[config.mk]
export PLATFORM = sky130hd
export DESIGN_NAME = merge_sort_engine_unit
export DESIGN_NICKNAME = d
export VERILOG_FILES = /design/src/hw/rtl/mse_pkg.sv /design/src/hw/rtl/mse_datapath.sv /design/src/hw/rtl/mse_ctrl.sv /design/src/hw/rtl/merge_sort_engine_unit.sv
export VERILOG_INCLUDE_DIRS = /design/src /design/src/hw/rtl
export SDC_FILE = /design/constraint.sdc
export NUM_CORES = 2
export LEC_CHECK = 0
export ABC_AREA = 1
export ABC_CLOCK_PERIOD_IN_PS = 10100
export BUFFER_PORTS_ARGS = -buffer_cell sky130_fd_sc_hd__buf_4
export CAP_MARGIN = 0
export CORE_MARGIN = 8
export CORE_UTILIZATION = 50
export DETAILED_ROUTE_END_ITERATION = 12
export GPL_ROUTABILITY_DRIVEN = 0
export PLACE_DENSITY = 0.66
export SLEW_MARGIN = 30
export SYNTH_ARGS = -nofsm -noshare
export SYNTH_HDL_FRONTEND = slang
export SYNTH_SLANG_ARGS = --single-unit
[constraint.sdc]
create_clock -name clk -period 10.1 [get_ports clk]
set_clock_uncertainty 0.05 [all_clocks]
set_input_delay 2.02 -clock clk [delete_from_list [all_inputs] [get_ports clk]]
set_output_delay 2.02 -clock clk [all_outputs]
set_load 0.01 [all_outputs]
[src/hw/rtl/merge_sort_engine_unit_assert.svh]
// assertion shorthands shared by the sort engine modules
// each expects clk and arst_n in scope
`ifndef MERGE_SORT_ENGINE_UNIT_ASSERT_SVH
`define MERGE_SORT_ENGINE_UNIT_ASSERT_SVH

// same-cycle implication
`define MSE_ASSERT_IMP(lbl, ante, cons, msg) \
	lbl: assert property (@(posedge clk) disable iff (!arst_n) (ante) |-> (cons)) \
		else $error(msg);

// next-cycle implication
`define MSE_ASSERT_NXT(lbl, ante, cons, msg) \
	lbl: assert property (@(posedge clk) disable iff (!arst_n) (ante) |=> (cons)) \
		else $error(msg);

`endif

[src/hw/rtl/mse_pkg.sv]
package mse_pkg;

	// capacity of the element store
	localparam int MAX_ELEMENTS = 16;
	localparam int ADDR_W = (MAX_ELEMENTS > 1) ? $clog2(MAX_ELEMENTS) : 1;
	localparam int CNT_W = $clog2(MAX_ELEMENTS + 1);
	// run bounds before clamping reach below three times the capacity
	localparam int RUN_W = ADDR_W + 3;
	localparam int DATA_W = 32;

	// commands from the controller to the datapath
	typedef struct packed {
		logic load;
		logic sort_init;
		logic merge_wr;
		logic emit;
		logic clear;
	} cmd_t;

	// status from the datapath to the controller
	typedef struct packed {
		logic n_le1;
		logic sort_done;
		logic emit_end;
	} status_t;

endpackage

[src/hw/rtl/mse_datapath.sv]
`include "merge_sort_engine_unit_assert.svh"

module mse_datapath import mse_pkg::*; (
	input  logic                     clk,
	input  logic                     arst_n,
	input  cmd_t                     cmd,
	input  logic signed [DATA_W-1:0] value,
	output status_t                  status,
	output logic                     strobe,
	output logic signed [DATA_W-1:0] sorted_value,
	output logic                     last_out,
	output logic                     dropped
);

	localparam int MEM_DEPTH = 2 ** (ADDR_W + 1);

	// two banks of element storage, bank 0 is filled on load
	logic [DATA_W-1:0] mem_q [MEM_DEPTH];

	logic [CNT_W-1:0] count_q;
	logic             ovf_q;
	logic             bank_q;
	logic [RUN_W-1:0] width_q;
	logic [CNT_W-1:0] i_q, j_q, k_q, mid_q, hi_q, e_q;
	logic signed [DATA_W-1:0] rd_a_q, rd_b_q;
	logic             strobe_s1, last_s1, drop_s1;

	logic [RUN_W-1:0]  n_run, width2, lo_sel, w_sel, mid_sum, hi_sum;
	logic [CNT_W-1:0]  mid_c, hi_c, idx_a;
	logic              take_a, run_end, pass_end, sort_done;
	logic              wr_en;
	logic [ADDR_W:0]   wr_addr;
	logic [DATA_W-1:0] wr_data;
	logic              in_run;

	// merge decision and run bookkeeping
	always_comb begin
		n_run    = RUN_W'(count_q);
		width2   = width_q << 1;
		take_a   = (i_q < mid_q) && ((j_q >= hi_q) || (rd_a_q < rd_b_q));
		run_end  = (k_q + CNT_W'(1)) == hi_q;
		pass_end = run_end && (hi_q == count_q);
		sort_done = pass_end && (width2 >= n_run);
	end

	// bounds of the next run, clamped to the element count
	always_comb begin
		if (cmd.sort_init) begin
			lo_sel = '0;
			w_sel  = RUN_W'(1);
		end else if (pass_end) begin
			lo_sel = '0;
			w_sel  = width2;
		end else begin
			lo_sel = RUN_W'(hi_q);
			w_sel  = width_q;
		end
		mid_sum = lo_sel + w_sel;
		hi_sum  = lo_sel + (w_sel << 1);
		mid_c   = (mid_sum > n_run) ? count_q : mid_sum[CNT_W-1:0];
		hi_c    = (hi_sum > n_run) ? count_q : hi_sum[CNT_W-1:0];
	end

	// write port: load into bank 0 or merge into the other bank
	always_comb begin
		wr_en   = 1'b0;
		wr_addr = {1'b0, k_q[ADDR_W-1:0]};
		wr_data = take_a ? rd_a_q : rd_b_q;
		if (cmd.load) begin
			wr_en   = (count_q < CNT_W'(MAX_ELEMENTS));
			wr_addr = {1'b0, count_q[ADDR_W-1:0]};
			wr_data = value;
		end else if (cmd.merge_wr) begin
			wr_en   = 1'b1;
			wr_addr = {~bank_q, k_q[ADDR_W-1:0]};
		end
	end

	assign idx_a = cmd.emit ? e_q : i_q;

	// element memory, two registered read ports
	always_ff @(posedge clk) begin
		if (wr_en) begin
			mem_q[wr_addr] <= wr_data;
		end
		rd_a_q <= mem_q[{bank_q, idx_a[ADDR_W-1:0]}];
		rd_b_q <= mem_q[{bank_q, j_q[ADDR_W-1:0]}];
	end

	// element count and overflow flag
	always_ff @(posedge clk or negedge arst_n) begin
		if (!arst_n) begin
			count_q <= '0;
			ovf_q   <= 1'b0;
		end else if (cmd.clear) begin
			count_q <= '0;
			ovf_q   <= 1'b0;
		end else if (cmd.load) begin
			if (count_q < CNT_W'(MAX_ELEMENTS)) begin
				count_q <= count_q + CNT_W'(1);
			end else begin
				ovf_q <= 1'b1;
			end
		end
	end

	// pass and run indices
	always_ff @(posedge clk or negedge arst_n) begin
		if (!arst_n) begin
			bank_q <= 1'b0;
		end else if (cmd.sort_init) begin
			bank_q <= 1'b0;
		end else if (cmd.merge_wr && pass_end) begin
			bank_q <= ~bank_q;
		end
	end

	always_ff @(posedge clk) begin
		if (cmd.sort_init || (cmd.merge_wr && run_end)) begin
			width_q <= w_sel;
			i_q     <= lo_sel[CNT_W-1:0];
			k_q     <= lo_sel[CNT_W-1:0];
			j_q     <= mid_c;
			mid_q   <= mid_c;
			hi_q    <= hi_c;
		end else if (cmd.merge_wr) begin
			k_q <= k_q + CNT_W'(1);
			if (take_a) begin
				i_q <= i_q + CNT_W'(1);
			end else begin
				j_q <= j_q + CNT_W'(1);
			end
		end
	end

	// emission counter
	always_ff @(posedge clk or negedge arst_n) begin
		if (!arst_n) begin
			e_q <= '0;
		end else begin
			e_q <= cmd.emit ? e_q + CNT_W'(1) : '0;
		end
	end

	// result stage, aligned with the registered read
	always_ff @(posedge clk or negedge arst_n) begin
		if (!arst_n) begin
			strobe_s1 <= 1'b0;
		end else begin
			strobe_s1 <= cmd.emit;
		end
	end

	always_ff @(posedge clk) begin
		last_s1 <= status.emit_end;
		drop_s1 <= ovf_q;
	end

	assign status.n_le1     = (count_q <= CNT_W'(1));
	assign status.sort_done = sort_done;
	assign status.emit_end  = (e_q + CNT_W'(1)) == count_q;

	assign strobe       = strobe_s1;
	assign sorted_value = rd_a_q;
	assign last_out     = last_s1;
	assign dropped      = drop_s1;

	// checks
	assign in_run = (k_q < hi_q) && ((i_q < mid_q) || (j_q < hi_q));

	`MSE_ASSERT_NXT(a_last_ends_set, strobe && last_out, !strobe, "item after last of set")
	`MSE_ASSERT_IMP(a_merge_in_run, cmd.merge_wr, in_run, "merge index outside run")
	`MSE_ASSERT_IMP(a_count_bound, 1'b1, count_q <= CNT_W'(MAX_ELEMENTS), "count above capacity")

endmodule

[src/hw/rtl/mse_ctrl.sv]
`include "merge_sort_engine_unit_assert.svh"

module mse_ctrl import mse_pkg::*; (
	input  logic    clk,
	input  logic    arst_n,
	input  logic    start,
	input  logic    is_last,
	input  status_t status,
	output cmd_t    cmd,
	output logic    busy
);

	typedef enum logic [4:0] {
		ST_IDLE = 5'b00001,
		ST_INIT = 5'b00010,
		ST_RD   = 5'b00100,
		ST_WR   = 5'b01000,
		ST_EMIT = 5'b10000
	} state_t;

	state_t state_q, state_d;

	// sequencing of load, merge passes and emission
	always_comb begin
		state_d = state_q;
		cmd     = '0;
		unique case (state_q)
			ST_IDLE: begin
				if (start) begin
					cmd.load = 1'b1;
					if (is_last) begin
						state_d = ST_INIT;
					end
				end
			end
			ST_INIT: begin
				cmd.sort_init = 1'b1;
				state_d = status.n_le1 ? ST_EMIT : ST_RD;
			end
			ST_RD: begin
				state_d = ST_WR;
			end
			ST_WR: begin
				cmd.merge_wr = 1'b1;
				state_d = status.sort_done ? ST_EMIT : ST_RD;
			end
			ST_EMIT: begin
				cmd.emit = 1'b1;
				if (status.emit_end) begin
					cmd.clear = 1'b1;
					state_d = ST_IDLE;
				end
			end
			default: begin
				state_d = ST_IDLE;
			end
		endcase
	end

	always_ff @(posedge clk or negedge arst_n) begin
		if (!arst_n) begin
			state_q <= ST_IDLE;
		end else begin
			state_q <= state_d;
		end
	end

	assign busy = (state_q != ST_IDLE);

	// checks
	`MSE_ASSERT_NXT(a_busy_on_last_only, !busy && !(start && is_last), !busy, "busy without end of set")
	`MSE_ASSERT_IMP(a_merge_needs_two, cmd.merge_wr, !status.n_le1, "merge with fewer than two items")
	`MSE_ASSERT_IMP(a_state_onehot, 1'b1, $onehot(state_q), "state code not one-hot")

endmodule

[src/hw/rtl/merge_sort_engine_unit.sv]
// Sorting engine for sets of up to sixteen signed 32-bit items. Items are
// accepted one per cycle while busy is low; the item flagged is_last closes
// the set, busy rises and the stored items are merge sorted in bottom-up
// passes between two banks of one element memory. Each merge step is a
// read state (registered read of both run heads), then a write state
// (compare and write); a set-up state precedes the first pass. The N
// results then come out on consecutive cycles, each marked by
// strobe for exactly one cycle, in ascending order, last_out on the final
// one. The receiver cannot stall the results. Items beyond capacity are
// discarded and every result of that set carries dropped. busy falls in the
// cycle of the final result.
module merge_sort_engine_unit import mse_pkg::*; (
	input  logic                     clk,
	input  logic                     arst_n,
	input  logic                     start,
	output logic                     busy,
	input  logic signed [DATA_W-1:0] value,
	input  logic                     is_last,
	output logic                     strobe,
	output logic signed [DATA_W-1:0] sorted_value,
	output logic                     last_out,
	output logic                     dropped
);

	cmd_t    cmd;
	status_t status;

	// sequencer
	mse_ctrl u_ctrl (
		.clk     (clk),
		.arst_n  (arst_n),
		.start   (start),
		.is_last (is_last),
		.status  (status),
		.cmd     (cmd),
		.busy    (busy)
	);

	// storage, merge logic and result stage
	mse_datapath u_datapath (
		.clk          (clk),
		.arst_n       (arst_n),
		.cmd          (cmd),
		.value        (value),
		.status       (status),
		.strobe       (strobe),
		.sorted_value (sorted_value),
		.last_out     (last_out),
		.dropped      (dropped)
	);

endmodule

==> flow_results.org <==
** Outcome
- The run finished with clean final reports.

** Synth
- The commonest cells after synthesis are 1147 x nor2_1, 1100 x o21ai_0, 1056 x edfxtp_1.
- Synth top area share :: 57.7%
- Cell count after synthesis :: around 5400
- Averaged over all synthesized cells, the footprint is 10.1 µm².
- The number of nets handed over by synthesis was 5524.
- Count of cell types in the netlist :: between 50 and 60
- Counting flops and latches in the post-synthesis netlist gives 1140.
- By instance count, the leading cell after synthesis is nor2_1.
- Sequential cell area fraction in the yosys report :: between 60% and 70%
- Number of enable flip-flop cells after synthesis :: 1056
- Yosys warning total :: 0
- For this run, asynchronously set or reset flops after synthesis account for under 10%.
- The biggest area contributor in the post-synthesis netlist is edfxtp_1.
- Top cells by area, synth :: edfxtp_1 58%, o21ai_0 10%, nor2_1 7.8%
- Main synth FF type :: edfxtp_1
- After synthesis the cells add up to 0.0550 mm².

** Setup path
- Required @ worst endpoint :: 10.39 ns
- Critical-path top delay cell :: nor2_4
- The critical path goes through buf_4 -> inv_1 -> nor2_4 -> buf_4 -> inv_2 -> buf_4 -> nand2_1 -> o21a_1 -> inv_1 -> nand3_1 -> nor2_4 -> buf_4.
- STA classifies the critical path endpoint as a flip-flop.
- The worst setup path is of the primary input to flip-flop kind.
- Critical register-to-register path startpoint :: u_ctrl.state_q[2]
- End of the worst register-to-register path :: u_datapath.sorted_value[28]
- For flop-to-flop paths, the worst setup slack is 4.88 ns.
- Critical path peak fanout :: 39
- The largest single stage delay on the critical path is 1.03 ns.
- CP top delay family :: simple AND/OR/NAND/NOR gates
- Counting cells, the worst reg-to-reg path comes to 12.
- The number of buffers and inverters on the critical path is 7.
- Most frequent cell on the critical path :: buf_4
- At the worst endpoint, the arrival time is 5.80 ns.
- Startpoint Class :: primary input

** Final layout
- Finished Layout Cells :: 6785
- Net count of the finished layout :: about 5400
- Area occupied by registers :: 0.0335 mm²
- The finished cells cover 0.0609 mm².
- Of the cells placed in the final design, the portion with a size suffix greater than 1 is between 8 and 9%.
- Relative area change from synthesis to final layout :: 10.7%
- Fill cell instance count of the final layout :: 9129
- Antenna cell count :: 0
- Combined area of the multi-input logic cells :: between 0.015 and 0.02 mm²
- Final Core Density :: 55.9%

** Floorplan
- Top-level port count :: 72
- In this run the vertical extent of the chip is 348 µm.
- The floorplan has 121 rows.
- The core region is 0.109 mm².
- The floorplan step defined a die boundary enclosing 0.121 mm².
- Initial core utilization :: 50.4%
- The die is 348 µm wide.

** GRT
- Grt total ovfl :: 0
- Number of global-route vias before repair :: around 43000
- The first global-routing pass estimated 281000 µm of wire.
- Global routing usage summed across all routing layers :: 30.5%
- Antenna violations before repair :: 1
- Entering global routing, the biggest net connects 211 pins.

** Timing
- Measured against its own limit, the worst slew margin works out to 27.8%.
- After routing, the total negative slack on setup checks comes to 0 ns.
- Hold WS :: approximately 0.4 ns
- In the finished design, the share of the clock period the worst path needs comes to 54.5%.
- Setup violations remaining at the end of the flow were counted as 0.
- Min setup slack post-route :: between 4 and 5 ns
- Slew at the pin closest to its max-slew limit :: around 1.1 ns
- Setup repair after global routing left no endpoint under its margin.
- The number of hold violations in the final report was 0.
- Timing would allow up to 182 MHz.
- Subtracting the final worst setup slack from the clock period gives 5.51 ns.
- The count of pins over their slew limit came to 0.

** Power and ir drop
- Leakage :: 20.4 nW
- Worst vdd ir :: approximately 0.28 mV
- Power spread over the standard cell area amounts to 335 mW/mm².
- PnR Total Power :: 20.4 mW

** Placement
- The number of placed instances, taps included, is 6565.
- During placement, the flow inserted port buffers numbering 71.
- Pre-CTS worst setup slack :: 3.95 ns
- Area post-placement :: roughly 0.057 mm²
- Summed over all nets, the half-perimeter wirelength after detailed placement is ~110000 µm.

** Hold path
- The worst hold path passes through 0 cells.
- Min-Delay Endpoint :: u_datapath.dropped
- The worst hold path belongs to the class flip-flop to flip-flop.
- Hold path startpoint :: u_datapath.ovf_q

** Flow run
- The tool flagged a number of max-cap violations equal to 0.

** Clocking
- Clock slew at the register clock pins of the worst setup and hold paths :: approximately 0.07 ns
- The tree built by TritonCTS fans out to 1140 sinks.
- Buffers added to address setup during post-CTS repair amount to 0.
- Clock buffer count from CTS :: 115
- TritonCTS built the clock tree.
- Worst-Skew Late Latency :: 0.73 ns
- In this run the deepest clock path goes through 3 buffers.
- CTS Root Cell :: clkbuf_16
- H-Tree Level Count :: 3
- Number of gates given a new drive strength after cts :: 0
- Hold-fix buffers, CTS :: 0

** Drt
- The final layout contains routed wiring with a total length of 194000 µm.
- Detailed-router iteration count before antenna repair :: 6
- DRC violation total after the first TritonRoute iteration :: approximately 7600
- Count of vias placed by the detailed router :: 46400
- The detail route stage leaves a number of antenna-violating nets equal to 0.
- Ratio of routed vias to standard cells :: 6.84
- After detailed routing, the average wire length per cell comes to 28.6 µm.
- DR DRC count :: 0
[registers in the layout (all words and copies together), names as in the netlist]
name                     flops
u_ctrl.state_q               5
u_datapath.bank_q            1
u_datapath.count_q           5
u_datapath.dropped           1
u_datapath.e_q               5
u_datapath.hi_q              5
u_datapath.i_q               5
u_datapath.j_q               5
u_datapath.k_q               5
u_datapath.last_out          1
u_datapath.mem_q          1024
u_datapath.mid_q             5
u_datapath.ovf_q             1
u_datapath.rd_b_q           32
u_datapath.sorted_value     32
u_datapath.strobe            1
u_datapath.width_q           7
[final cells by class]
| class | instances | area share [%] |
|---|---|---|
| clock buffer | 160 | 5.37 |
| clock inverter | 60 | 1.14 |
| inverter | 175 | 1.15 |
| multi-input combinational | 3661 | 32.1 |
| sequential | 1140 | 55.0 |
| tap | 1414 | 2.91 |
| timing repair buffer | 175 | 2.36 |
[power by group]
part	leakage, nW	total (mW)	switching (mW)	internal [mW]
Sequential	10.3	7.68	0.372	7.31
Clock	1.95	4.50	1.86	2.64
Combinational	8.16	8.23	6.24	1.99
Total	20.4	20.4	8.48	11.9
[layer usage]
metal	global-route usage [%]	share of wire, %	vias to the layer above
met1	41.3	37	22400
met3	7.31	13	637
li1	-	-	19700
met4	16.6	6.0	0
met2	45.5	43	3647
met5	0	0	-
[worst max-delay path by stage]
stage                      from                       to  slack, ns  cells past startpoint
after floorplan           start  u_datapath.mem_q[10][0]       5.20                      8
final                     start  u_datapath.mem_q[2][14]       4.59                     12
after global placement    start  u_datapath.mem_q[2][31]       3.95                     12
after global routing      start  u_datapath.mem_q[2][25]       4.47                     12
after CTS                 start  u_datapath.mem_q[2][14]       4.66                     12
after detailed placement  start  u_datapath.mem_q[2][31]       3.95                     12
[kinds of logic (layout without fill, tap and decap cells)]
logic type | Yosys count | after routing | share of synthesized area (%)
compound gates | 1819 | 1819 | 19.8
simple gates | 1733 | 1733 | 12.6
flops | 1140 | 1140 | 60.9
buf+inv | 618 | 570 | 4.36
fa+ha+maj | 69 | 69 | 1.60
mux | 24 | 24 | 0.437
xor+xnor | 16 | 16 | 0.269
[worst reg2reg max path, cell delays in order (launching register included)]
cell and delay [ns]:
dfrtp_1 0.39, nor2_1 0.14, nand3_1 0.52, nand2_1 0.40, nand2_8 0.45, inv_8 0.77, buf_12 1.03, o21ai_0 0.24
o22ai_1 0.16, o21ai_0 0.09, o21ai_0 0.62, nor2_1 0.11, a31oi_1 0.15
[layout by cell type (no fill, tap or decap), types with 9 or more instances in the layout]
master     count
o31ai_1       17
mux2i_1       24
bufinv_16     15
nand3_1      158
clkinv_1      16
dfxtp_1       66
nand2_1      346
o211ai_1      68
o21ai_1       13
buf_4        164
nand4_1       43
o21ai_0     1067
dfrtp_1       16
nor2_1      1114
a32o_1        16
clkbuf_8      16
inv_1        157
nor2_4        37
o221ai_1     300
o22ai_1      196
ha_1          67
clkbuf_1      26
clkbuf_16    118
buf_12         9
o21ai_2       17
a31oi_1       53
a21oi_1       49
edfxtp_1    1056
clkinv_2      24
Note: power is estimated with default switching activity, not from simulation.
